<file path="src/hdl/frd_pkg.sv">
// Shared types and constants for the fraction to repeating decimal block.
package frd_pkg;

  localparam int NUM_W     = 32;
  localparam int DEN_W     = 8;
  localparam int DIGIT_W   = 4;
  localparam int IDX_W     = 6;
  localparam int INT_W     = 32;
  localparam logic [IDX_W-1:0] LAST_IDX = 6'd63;

  typedef enum logic [2:0] {
    ST_IDLE,
    ST_DIVIDE,
    ST_ERR,
    ST_REM,
    ST_DIG,
    ST_LOOK,
    ST_EMIT
  } frd_state_t;

  typedef enum logic [1:0] {
    KIND_ERR,
    KIND_INT,
    KIND_DIGIT
  } frd_kind_t;

  typedef struct packed {
    logic      load;
    logic      div_step;
    logic      seed;
    logic      dig_init;
    logic      dig_step;
    logic      commit;
    logic      out_load;
    frd_kind_t kind;
  } frd_cmd_t;

  typedef struct packed {
    logic bad_den;
    logic div_last;
    logic rem_zero;
    logic dig_last;
    logic dig_final;
    logic out_free;
  } frd_sts_t;

endpackage

</file>
<file path="src/hdl/frd_ram.sv">
// Generic single-write, single-read RAM with a registered read port.
module frd_ram #(
  parameter int WIDTH = 8,
  parameter int DEPTH = 16
) (
  input  logic                     clk,
  input  logic                     we,
  input  logic [$clog2(DEPTH)-1:0] waddr,
  input  logic [WIDTH-1:0]         wdata,
  input  logic [$clog2(DEPTH)-1:0] raddr,
  output logic [WIDTH-1:0]         rdata
);

  logic [WIDTH-1:0] mem_r [DEPTH];
  logic [WIDTH-1:0] rdata_r;

  always_ff @(posedge clk) begin
    if (we) begin
      mem_r[waddr] <= wdata;
    end
    rdata_r <= mem_r[raddr];
  end

  assign rdata = rdata_r;

endmodule

</file>
<file path="src/hdl/frd_datapath.sv">
// Datapath: operand capture, restoring divider, digit unit, remainder table and result register.
module frd_datapath #(
  parameter int DEN_LIMIT = 64,
  parameter int NUM_BITS  = 32
) (
  input  logic                                 clk,
  input  logic                                 rst_n,
  input  frd_pkg::frd_cmd_t                    cmd,
  output frd_pkg::frd_sts_t                    sts,
  input  logic signed [frd_pkg::NUM_W-1:0]     in_numerator,
  input  logic signed [frd_pkg::DEN_W-1:0]     in_denominator,
  output logic                                 out_valid,
  input  logic                                 out_ready,
  output logic                                 out_negative,
  output logic [frd_pkg::INT_W-1:0]            out_integer_part,
  output logic [frd_pkg::DIGIT_W-1:0]          out_digit,
  output logic                                 out_digit_valid,
  output logic [frd_pkg::IDX_W-1:0]            out_digit_index,
  output logic                                 out_has_repeat,
  output logic [frd_pkg::IDX_W-1:0]            out_repeat_start,
  output logic                                 out_divide_by_zero,
  output logic                                 out_last
);

  localparam int RW   = $clog2(DEN_LIMIT);
  localparam int DW   = RW + 1;
  localparam int PW   = RW + 4;
  localparam int CW   = (NUM_BITS < frd_pkg::NUM_W) ? NUM_BITS : frd_pkg::NUM_W;
  localparam int IW   = (NUM_BITS < frd_pkg::INT_W) ? NUM_BITS : frd_pkg::INT_W;
  localparam int CNTW = $clog2(NUM_BITS);

  logic [NUM_BITS-1:0]          nraw;
  logic [NUM_BITS-1:0]          nmag;
  logic                         nsign;
  logic [frd_pkg::DEN_W-1:0]    den_u;
  logic [frd_pkg::DEN_W-1:0]    dmag8;
  logic                         dsign;

  logic [NUM_BITS-1:0]          q_r;
  logic [DW-1:0]                dmag_r;
  logic                         neg_r;
  logic                         bad_r;
  logic [RW-1:0]                rem_r;
  logic [CNTW-1:0]              cnt_r;
  logic [PW-1:0]                prod_r;
  logic [frd_pkg::DIGIT_W-1:0]  digit_r;
  logic [1:0]                   dstep_r;
  logic [frd_pkg::IDX_W-1:0]    idx_r;
  logic [DEN_LIMIT-1:0]         seen_r;

  logic [DW-1:0]                div_t;
  logic                         div_ge;
  logic [RW-1:0]                div_rem;
  logic [PW-1:0]                dig_sub;
  logic                         dig_ge;
  logic [PW-1:0]                dig_prod;
  logic [PW-1:0]                prod_init;
  logic                         hit;
  logic                         rem_zero;
  logic                         cap;

  logic                         ram_we;
  logic [frd_pkg::IDX_W-1:0]    ram_wdata;
  logic [frd_pkg::IDX_W-1:0]    ram_rdata;

  logic                         out_valid_r;
  logic                         out_negative_r;
  logic [frd_pkg::INT_W-1:0]    out_integer_part_r;
  logic [frd_pkg::DIGIT_W-1:0]  out_digit_r;
  logic                         out_digit_valid_r;
  logic [frd_pkg::IDX_W-1:0]    out_digit_index_r;
  logic                         out_has_repeat_r;
  logic [frd_pkg::IDX_W-1:0]    out_repeat_start_r;
  logic                         out_divide_by_zero_r;
  logic                         out_last_r;

  assign den_u = in_denominator;

  always_comb begin
    nraw      = NUM_BITS'(in_numerator[CW-1:0]);
    nsign     = nraw[NUM_BITS-1];
    nmag      = nsign ? (~nraw + 1'b1) : nraw;
    dsign     = den_u[frd_pkg::DEN_W-1];
    dmag8     = dsign ? (~den_u + 1'b1) : den_u;

    div_t     = {rem_r, q_r[NUM_BITS-1]};
    div_ge    = (div_t >= dmag_r);
    div_rem   = div_ge ? RW'(div_t - dmag_r) : RW'(div_t);

    dig_sub   = PW'(dmag_r) << dstep_r;
    dig_ge    = (prod_r >= dig_sub);
    dig_prod  = dig_ge ? (prod_r - dig_sub) : prod_r;
    prod_init = (PW'(rem_r) << 3) + (PW'(rem_r) << 1);

    hit       = seen_r[rem_r];
    rem_zero  = (rem_r == '0);
    cap       = (idx_r == frd_pkg::LAST_IDX);

    ram_we    = cmd.seed || cmd.commit;
    ram_wdata = cmd.seed ? '0 : (idx_r + 1'b1);
  end

  always_comb begin
    sts.bad_den   = bad_r;
    sts.div_last  = (cnt_r == '0);
    sts.rem_zero  = rem_zero;
    sts.dig_last  = (dstep_r == 2'd0);
    sts.dig_final = rem_zero || hit || cap;
    sts.out_free  = !out_valid_r || out_ready;
  end

  frd_ram #(
    .WIDTH (frd_pkg::IDX_W),
    .DEPTH (DEN_LIMIT)
  ) u_seen_pos (
    .clk   (clk),
    .we    (ram_we),
    .waddr (rem_r),
    .wdata (ram_wdata),
    .raddr (rem_r),
    .rdata (ram_rdata)
  );

  always_ff @(posedge clk) begin
    if (!rst_n) begin
      seen_r      <= '0;
      out_valid_r <= 1'b0;
    end else begin
      if (cmd.load) begin
        seen_r <= '0;
      end else if (cmd.seed || cmd.commit) begin
        seen_r[rem_r] <= 1'b1;
      end
      if (cmd.out_load) begin
        out_valid_r <= 1'b1;
      end else if (out_ready) begin
        out_valid_r <= 1'b0;
      end
    end
  end

  always_ff @(posedge clk) begin
    if (cmd.load) begin
      q_r    <= nmag;
      dmag_r <= DW'(dmag8);
      bad_r  <= (dmag8 == '0) || (dmag8 > frd_pkg::DEN_W'(DEN_LIMIT));
      neg_r  <= (nmag != '0) && (nsign != dsign);
      rem_r  <= '0;
      cnt_r  <= CNTW'(NUM_BITS - 1);
      idx_r  <= '0;
    end
    if (cmd.div_step) begin
      q_r   <= {q_r[NUM_BITS-2:0], div_ge};
      rem_r <= div_rem;
      cnt_r <= cnt_r - 1'b1;
    end
    if (cmd.dig_init) begin
      prod_r  <= prod_init;
      dstep_r <= 2'd3;
    end
    if (cmd.dig_step) begin
      prod_r  <= dig_prod;
      digit_r <= {digit_r[frd_pkg::DIGIT_W-2:0], dig_ge};
      dstep_r <= dstep_r - 1'b1;
      if (dstep_r == 2'd0) begin
        rem_r <= RW'(dig_prod);
      end
    end
    if (cmd.commit) begin
      idx_r <= idx_r + 1'b1;
    end
  end

  always_ff @(posedge clk) begin
    if (cmd.out_load) begin
      out_negative_r       <= 1'b0;
      out_integer_part_r   <= '0;
      out_digit_r          <= '0;
      out_digit_valid_r    <= 1'b0;
      out_digit_index_r    <= '0;
      out_has_repeat_r     <= 1'b0;
      out_repeat_start_r   <= '0;
      out_divide_by_zero_r <= 1'b0;
      out_last_r           <= 1'b1;
      case (cmd.kind)
        frd_pkg::KIND_ERR: begin
          out_divide_by_zero_r <= 1'b1;
        end
        frd_pkg::KIND_INT: begin
          out_negative_r     <= neg_r;
          out_integer_part_r <= frd_pkg::INT_W'(q_r[IW-1:0]);
        end
        frd_pkg::KIND_DIGIT: begin
          out_negative_r     <= neg_r;
          out_integer_part_r <= frd_pkg::INT_W'(q_r[IW-1:0]);
          out_digit_r        <= digit_r;
          out_digit_valid_r  <= 1'b1;
          out_digit_index_r  <= idx_r;
          out_has_repeat_r   <= hit && !rem_zero;
          out_repeat_start_r <= (hit && !rem_zero) ? ram_rdata : '0;
          out_last_r         <= rem_zero || hit || cap;
        end
        default: begin
          out_divide_by_zero_r <= 1'b1;
        end
      endcase
    end
  end

  assign out_valid          = out_valid_r;
  assign out_negative       = out_negative_r;
  assign out_integer_part   = out_integer_part_r;
  assign out_digit          = out_digit_r;
  assign out_digit_valid    = out_digit_valid_r;
  assign out_digit_index    = out_digit_index_r;
  assign out_has_repeat     = out_has_repeat_r;
  assign out_repeat_start   = out_repeat_start_r;
  assign out_divide_by_zero = out_divide_by_zero_r;
  assign out_last           = out_last_r;

endmodule

</file>
<file path="src/hdl/frd_ctrl.sv">
// Controller state machine sequencing the division, the digit loop and result beats.
module frd_ctrl (
  input  logic              clk,
  input  logic              rst_n,
  input  logic              in_valid,
  output logic              in_ready,
  input  frd_pkg::frd_sts_t sts,
  output frd_pkg::frd_cmd_t cmd
);

  frd_pkg::frd_state_t state_r;
  frd_pkg::frd_state_t state_nxt;

  always_ff @(posedge clk) begin
    if (!rst_n) begin
      state_r <= frd_pkg::ST_IDLE;
    end else begin
      state_r <= state_nxt;
    end
  end

  always_comb begin
    state_nxt = state_r;
    in_ready  = 1'b0;
    cmd       = '0;
    cmd.kind  = frd_pkg::KIND_DIGIT;
    unique case (state_r)
      frd_pkg::ST_IDLE: begin
        in_ready = 1'b1;
        if (in_valid) begin
          cmd.load  = 1'b1;
          state_nxt = frd_pkg::ST_DIVIDE;
        end
      end
      frd_pkg::ST_DIVIDE: begin
        if (sts.bad_den) begin
          state_nxt = frd_pkg::ST_ERR;
        end else begin
          cmd.div_step = 1'b1;
          if (sts.div_last) begin
            state_nxt = frd_pkg::ST_REM;
          end
        end
      end
      frd_pkg::ST_ERR: begin
        cmd.kind = frd_pkg::KIND_ERR;
        if (sts.out_free) begin
          cmd.out_load = 1'b1;
          state_nxt    = frd_pkg::ST_IDLE;
        end
      end
      frd_pkg::ST_REM: begin
        cmd.kind = frd_pkg::KIND_INT;
        if (sts.rem_zero) begin
          if (sts.out_free) begin
            cmd.out_load = 1'b1;
            state_nxt    = frd_pkg::ST_IDLE;
          end
        end else begin
          cmd.seed     = 1'b1;
          cmd.dig_init = 1'b1;
          state_nxt    = frd_pkg::ST_DIG;
        end
      end
      frd_pkg::ST_DIG: begin
        cmd.dig_step = 1'b1;
        if (sts.dig_last) begin
          state_nxt = frd_pkg::ST_LOOK;
        end
      end
      frd_pkg::ST_LOOK: begin
        state_nxt = frd_pkg::ST_EMIT;
      end
      frd_pkg::ST_EMIT: begin
        if (sts.out_free) begin
          cmd.out_load = 1'b1;
          if (sts.dig_final) begin
            state_nxt = frd_pkg::ST_IDLE;
          end else begin
            cmd.commit   = 1'b1;
            cmd.dig_init = 1'b1;
            state_nxt    = frd_pkg::ST_DIG;
          end
        end
      end
      default: begin
        state_nxt = frd_pkg::ST_IDLE;
      end
    endcase
  end

endmodule

</file>
<file path="src/hdl/fraction_to_repeating_decimal.sv">
// Top level of the fraction to repeating decimal block; one fraction is worked at a time.
// The integer part comes from a one-bit-per-cycle restoring divider over NUM_BITS quotient bits.
// Digit beats follow the divider, each after its steps
// (4 compare-subtract steps, one table read, one beat slot; up to 64 digits); an exact quotient
// gives one integer beat, a refused denominator one error beat, and a stalled beat holds the controller.
// Synchronous active-low reset clears the controller, the output valid and the seen bits.
module fraction_to_repeating_decimal #(
  parameter int DEN_LIMIT = 64,
  parameter int NUM_BITS  = 32
) (
  input  logic                             clk,
  input  logic                             rst_n,
  input  logic                             in_valid,
  output logic                             in_ready,
  input  logic signed [frd_pkg::NUM_W-1:0] in_numerator,
  input  logic signed [frd_pkg::DEN_W-1:0] in_denominator,
  output logic                             out_valid,
  input  logic                             out_ready,
  output logic                             out_negative,
  output logic [frd_pkg::INT_W-1:0]        out_integer_part,
  output logic [frd_pkg::DIGIT_W-1:0]      out_digit,
  output logic                             out_digit_valid,
  output logic [frd_pkg::IDX_W-1:0]        out_digit_index,
  output logic                             out_has_repeat,
  output logic [frd_pkg::IDX_W-1:0]        out_repeat_start,
  output logic                             out_divide_by_zero,
  output logic                             out_last
);

  frd_pkg::frd_cmd_t cmd;
  frd_pkg::frd_sts_t sts;

  frd_ctrl u_ctrl (
    .clk      (clk),
    .rst_n    (rst_n),
    .in_valid (in_valid),
    .in_ready (in_ready),
    .sts      (sts),
    .cmd      (cmd)
  );

  frd_datapath #(
    .DEN_LIMIT (DEN_LIMIT),
    .NUM_BITS  (NUM_BITS)
  ) u_datapath (
    .clk                (clk),
    .rst_n              (rst_n),
    .cmd                (cmd),
    .sts                (sts),
    .in_numerator       (in_numerator),
    .in_denominator     (in_denominator),
    .out_valid          (out_valid),
    .out_ready          (out_ready),
    .out_negative       (out_negative),
    .out_integer_part   (out_integer_part),
    .out_digit          (out_digit),
    .out_digit_valid    (out_digit_valid),
    .out_digit_index    (out_digit_index),
    .out_has_repeat     (out_has_repeat),
    .out_repeat_start   (out_repeat_start),
    .out_divide_by_zero (out_divide_by_zero),
    .out_last           (out_last)
  );

endmodule

</file>
<file path="config.mk">
export PLATFORM = sky130hd
export DESIGN_NAME = fraction_to_repeating_decimal
export DESIGN_NICKNAME = d
export VERILOG_FILES = /design/src/hdl/frd_pkg.sv /design/src/hdl/frd_ram.sv /design/src/hdl/frd_datapath.sv /design/src/hdl/frd_ctrl.sv /design/src/hdl/fraction_to_repeating_decimal.sv
export SDC_FILE = /design/constraint.sdc
export NUM_CORES = 1
export LEC_CHECK = 0
export BUFFER_PORTS_ARGS = -buffer_cell sky130_fd_sc_hd__buf_2
export CORE_MARGIN = 2
export CORE_UTILIZATION = 35
export CTS_CLUSTER_DIAMETER = 30
export DETAILED_ROUTE_END_ITERATION = 12
export GPL_TIMING_DRIVEN = 0
export PLACE_DENSITY = 0.58
export SLEW_MARGIN = 20
export SYNTH_ARGS = -nofsm -noshare
export SYNTH_HDL_FRONTEND = slang
export SYNTH_SLANG_ARGS = --single-unit
</file>
<file path="constraint.sdc">
create_clock -name clk -period 11.7 [get_ports clk]
set_clock_uncertainty 0.05 [all_clocks]
set_input_delay 2.925 -clock clk [delete_from_list [all_inputs] [get_ports clk]]
set_output_delay 2.925 -clock clk [all_outputs]
set_load 0.01 [all_outputs]
</file>
Word-level counts from Yosys, hierarchy flattened
Memory sizes are Yosys's and may differ from the RTL's. A register that Yosys moved wholly into a read port is not among the register bits.
Index checks and enable logic that the tools add are counted.
Word-level totals
  RAM bits: 384
  word-level logic and storage cells: 137
  bits of input ports: 44
  register bits: 195
  memories: 1
Memory list
  u_datapath.u_seen_pos.mem_r: words 64, bits a word 6, rd ports 1, clocked after Yosys merged registers in 1, write ports 1, RTL line frd_ram.sv:14  | logic [WIDTH-1:0] mem_r [DEPTH];
Operators by class
  $add $sub $neg: 8
  bitwise gates (word level): 4
  shift-type cells: 1
  eq/ne operators: 15
  muxes and demuxes: 55
  $lt $le $gt $ge: 5
  reduce and logical (&&, ||, !) cells: 25
Operator list (count)
  $mux 32: 3
  $or 64x64->64: 1
  $mux 6: 8
  $add 32x1->32 const B: 1
  $not 32->32: 1
  $reduce_bool 32->1: 1
  $mux 10: 3
  $mux 3: 8
  $pmux 3 s7: 1
  $mux 1: 20
  $add 9x7->10: 1
  $ge 10x10->1: 1
  $mux 5: 2
  $shl 7x2->10: 1
  $sub 10x10->10: 1
  $eq 3x3->1 const B: 3
  $add 8x1->8 const B: 1
  $gt 8x7->1 const B: 1
  $logic_not 8->1: 1
  $mux 2: 4
  $mux 8: 1
  $not 8->8: 1
  $reduce_bool 2->1: 4
  $ge 7x7->1: 1
  other kinds (31): 43

Depth between registers and ports, before layout
  depth after elaboration: 10
  mapped depth: 13
  depth with buffers taken out: 11

Modules after synthesis
A second synthesis with hierarchy kept.
Unflattened totals
  cells, all modules: 1770
  area total of the unflattened synthesis: 25660.9 um^2
By module, submodules not included
  frd_ram: area each 15225.9 um^2, instances 1, cells an instance 720
  frd_datapath: area each 10122.2 um^2, instances 1, cells an instance 1007
  frd_ctrl: area each 312.8 um^2, instances 1, cells an instance 43

Worst setup path after synthesis
No wires, ideal clock.
  path type: input to register
  start point: input port out_ready
  end point: register u_datapath.out_digit_r (netlist bit u_datapath.out_digit[0]) (enable)
  required time: 11.180 ns
  stages: 3
  path slack: 5.638 ns
  data arrival time: 5.542 ns
  cells stage by stage: nand2b_1 nand2_1 nor2b_1
RTL lines
  start, declared: RTL line fraction_to_repeating_decimal.sv:18  | input logic out_ready,
  end signal, assigned: RTL line frd_datapath.sv:196  | out_digit_r <= digit_r;
  end, declared: RTL line frd_datapath.sv:69  | logic [frd_pkg::DIGIT_W-1:0] out_digit_r;

Final worst setup path
  start point: input port out_ready
  end point: memory u_datapath.u_seen_pos.mem_r[40][2] (netlist name) (enable)
On the way
  cells in the longest elaborated chain, start to end: 6
RTL lines
  $logic_or 1x1->1: RTL line frd_datapath.sv:109  | sts.out_free = !out_valid_r || out_ready;
  $mux 2: RTL line frd_ctrl.sv:75  | if (sts.out_free) begin
  $mux 1: RTL line frd_ctrl.sv:27  | unique case (state_r)
  $logic_or 1x1->1: RTL line frd_datapath.sv:99  | ram_we = cmd.seed || cmd.commit;
  $mux 1: RTL line frd_ram.sv:18  | if (we) begin
  $mux 1 (implied by the code): RTL line frd_ram.sv:19  | mem_r[waddr] <= wdata;
  end, declared: RTL line frd_ram.sv:14
No other way between the ends.

==> metrics.md <==
| Metric | Value |
|---|---|
| Endpoint class of the critical path | flop |
| # DRC | 0 |
| Final setup fails | 0 |
| Number of max-cap violations | 0 |
| Reg clk slew, reported paths | 0.05 ns |
| Root Driver | clkbuf_16 |
| Crit path from | out_ready |
| Yosys cell types | 70 |
| Yosys top cell by area | edfxtp_1 |
| Largest cells by area after synthesis | edfxtp_1 (61%), dfxtp_1 (6.4%), a22oi_1 (3.5%) |
| H-tree depth | 3 |
| Register-to-register setup slack | 5.76 ns |
| Status | finished clean |
| Via Count | 18200 |
| Post-synthesis cell area | 25000 µm² |
| Post-DRT Antenna Nets | 0 |
| Top-count cell post-synth | edfxtp_1 |
| Avg Vias per Cell | ~5.7 |
| CTS Buffer Depth | 3 |
| Least-Margin Pin Slew | about 1.2 ns |
| DR pass1 iterations | 6 |
| Synth Instances | 1940 |
| Initial core utilization | 0.355 |
| Asr flop ratio synth | 0 |
| Final Hold Viols | 0 |
| Postcts setup bufs | 0 |
| Largest net degree at the start of global routing | 44 |
| Slew HR | 0.203 |
| Buffers on Ports | 90 |
| Startpoint types | input pin |
| Fraction of layout cells with a size suffix above 1 | 0.164 |
| Post_cts resized | 0 |
| Wirelength per Cell | 24.5 µm |
| Die Ht | 271 µm |
| Cell area power density | approximately 250 nW/µm² |
| Worst hold-check path type | reg2reg |
| Pwr Total | 7640 µW |
| DPL Wire Length | 52200 µm |
| CTS sink cnt | 585 |
| LEAKAGE | a little over 0.01 µW |
| Grt ovf | 0 |
| Tmin final | 6.51 ns |
| Yosys reg bits | 585 |
| Die span in x | between 200 and 300 µm |
| CTS buffer count | 108 |
| Gpl congestion | 0.912 |
| Final Max Slew Viols | 0 |
| R2r endpoint | u_datapath.u_seen_pos.mem_r[15][4] |
| Hold buffer count at cts | 0 |
| NumNets Final | 2229 |
| Highest Clock Rate | approximately 150 MHz |
| Synth cell count leaders | edfxtp_1 (505), nand2_1 (166), o21ai_0 (120) |
| Commonest register cell after synthesis | edfxtp_1 |
| Area Overhead vs Synth | 23.7% |
| Worst r2r path cells | 8 |
| Critical Path AT | around 6.7 ns |
| Synth Warn # | 0 |
| Worst-Skew Late Latency | 0.68 ns |
| Setup CP Type | in2reg |
| N_diodes | 0 |
| Setup_tns | 0 ns |
| Drt total wl | roughly 78000 µm |
| Initial antenna violation count | 1 |
| Vias in the first global route | 17700 |
| Reg-to-reg startpoint | u_datapath.rem_r[2] |
| Post-Syn Area per Cell | 12.9 µm² |
| Hold_sp | u_datapath.digit_r[2] |
| DRT iter0 DRCs | about 2600 |
| Top cell type's share of synthesized area | 0.607 |
| Worst setup path endpoint | u_datapath.u_seen_pos.mem_r[40][2] |
| GRT Util Overall | 0.209 |
| CP Max Fanout | 10 |
| CTS tree | built |
| Die Area | approximately 74000 µm² |
| Sequential-to-total area share from yosys stat | 0.671 |
| Global-route wire length before repair | 115000 µm |
| WP data required | 11.92 ns |
| Rows | 97 |
| RSZ-0062 raised after global routing | no |
| Count of flip-flops with a built-in enable after synthesis | about 510 |
| Core Region | 70400 µm² |
| Max rail drop VDD | roughly 0.12 mV |
| Top-level I/O count | 99 |
| Final critical-path share of the clock period | 0.557 |
state kept, by name (all words and copies together) (netlist names), 7 cells and up:
name and flops:
u_datapath.u_seen_pos.mem_r 384, u_datapath.seen_r 64, u_datapath.out_integer_part 32, u_datapath.q_r 32
u_datapath.prod_r 10, u_datapath.dmag_r 7
how the worst min path moves through the flow:
stage,to,depth (start not counted)
after global routing,u_datapath.digit_r[2],0
after floorplan,u_datapath.digit_r[1],0
after global placement,u_datapath.digit_r[2],0
after CTS,u_datapath.seen_r[1],2
after detailed placement,u_datapath.digit_r[2],0
final,u_datapath.digit_r[3],0
routing by layer:
metal	track usage	up-vias	part of all wire
met2	0.329	1045	0.46
met1	0.277	8959	0.40
met5	0.00385	-	0
li1	-	7975	-
met3	0.0532	197	0.10
met4	0.0813	0	0.033
logic make-up (layout without fill, tap and decap cells):
logic type	after synthesis	after routing	synth area share
buffers and inverters	174	480	0.0266
muxes	65	65	0.0284
and+or+nand+nor	565	565	0.111
adders and majority gates	29	29	0.0154
other	1	6	0.000150
xor gates and xnor gates	55	55	0.0193
DFF	585	585	0.671
AOI/OAI and AO/OA	466	466	0.128
per-stage QoR:
step	hold slack [ns]	setup slack [ns]	util	cell area (µm²)	instances
2_1_floorplan	0.367	5.64	-	25000	1945
3_3_place_gp	0.380	4.64	0.378	26600	2975
3_5_place_dp	0.389	4.58	0.383	27000	2986
4_1_cts	0.405	5.26	0.438	30800	3191
5_1_grt	0.416	5.03	0.439	30900	3191
6_report	0.405	5.19	0.439	30900	3191
cell usage in the layout, fill, tap and decap left out, drive strengths merged, types with 45 or more instances in the layout:
master / n
edfxtp: 505
clkbuf: 240
nand2: 166
buf: 126
o21ai: 120
a22oi: 117
nand3: 86
nor3: 86
dfxtp: 80
nor2: 76
nor2b: 49
a221oi: 46
mux2i: 45
layout make-up:
class | count | area (µm²)
Multi-Input combinational cell | 1186 | 7750
Clock buffer | 121 | 2840
Inverter | 30 | 113
Buffer | 144 | 554
Timing Repair Buffer | 101 | 701
Tap cell | 940 | 1180
Sequential cell | 585 | 16800
Clock inverter | 84 | 1000
Fill cell | 6385 | 39500
critical path, cell delays in order:
cell and delay (ns):
buf_2 0.07, nand2b_1 0.21, nand2_1 0.19, or4b_2 0.68, a2111oi_1 0.48, a21oi_1 0.22, buf_2 0.27, clkbuf_1 0.30
clkbuf_1 0.42, nor3_1 0.95
power by group:
group / switching (µW) / internal, µW
Sequential: 69.9 / 2570
Clock: 1100 / 2110
Combinational: 1290 / 500
Total: 2460 / 5180
No activity file was read; power rests on OpenSTA's default activity.
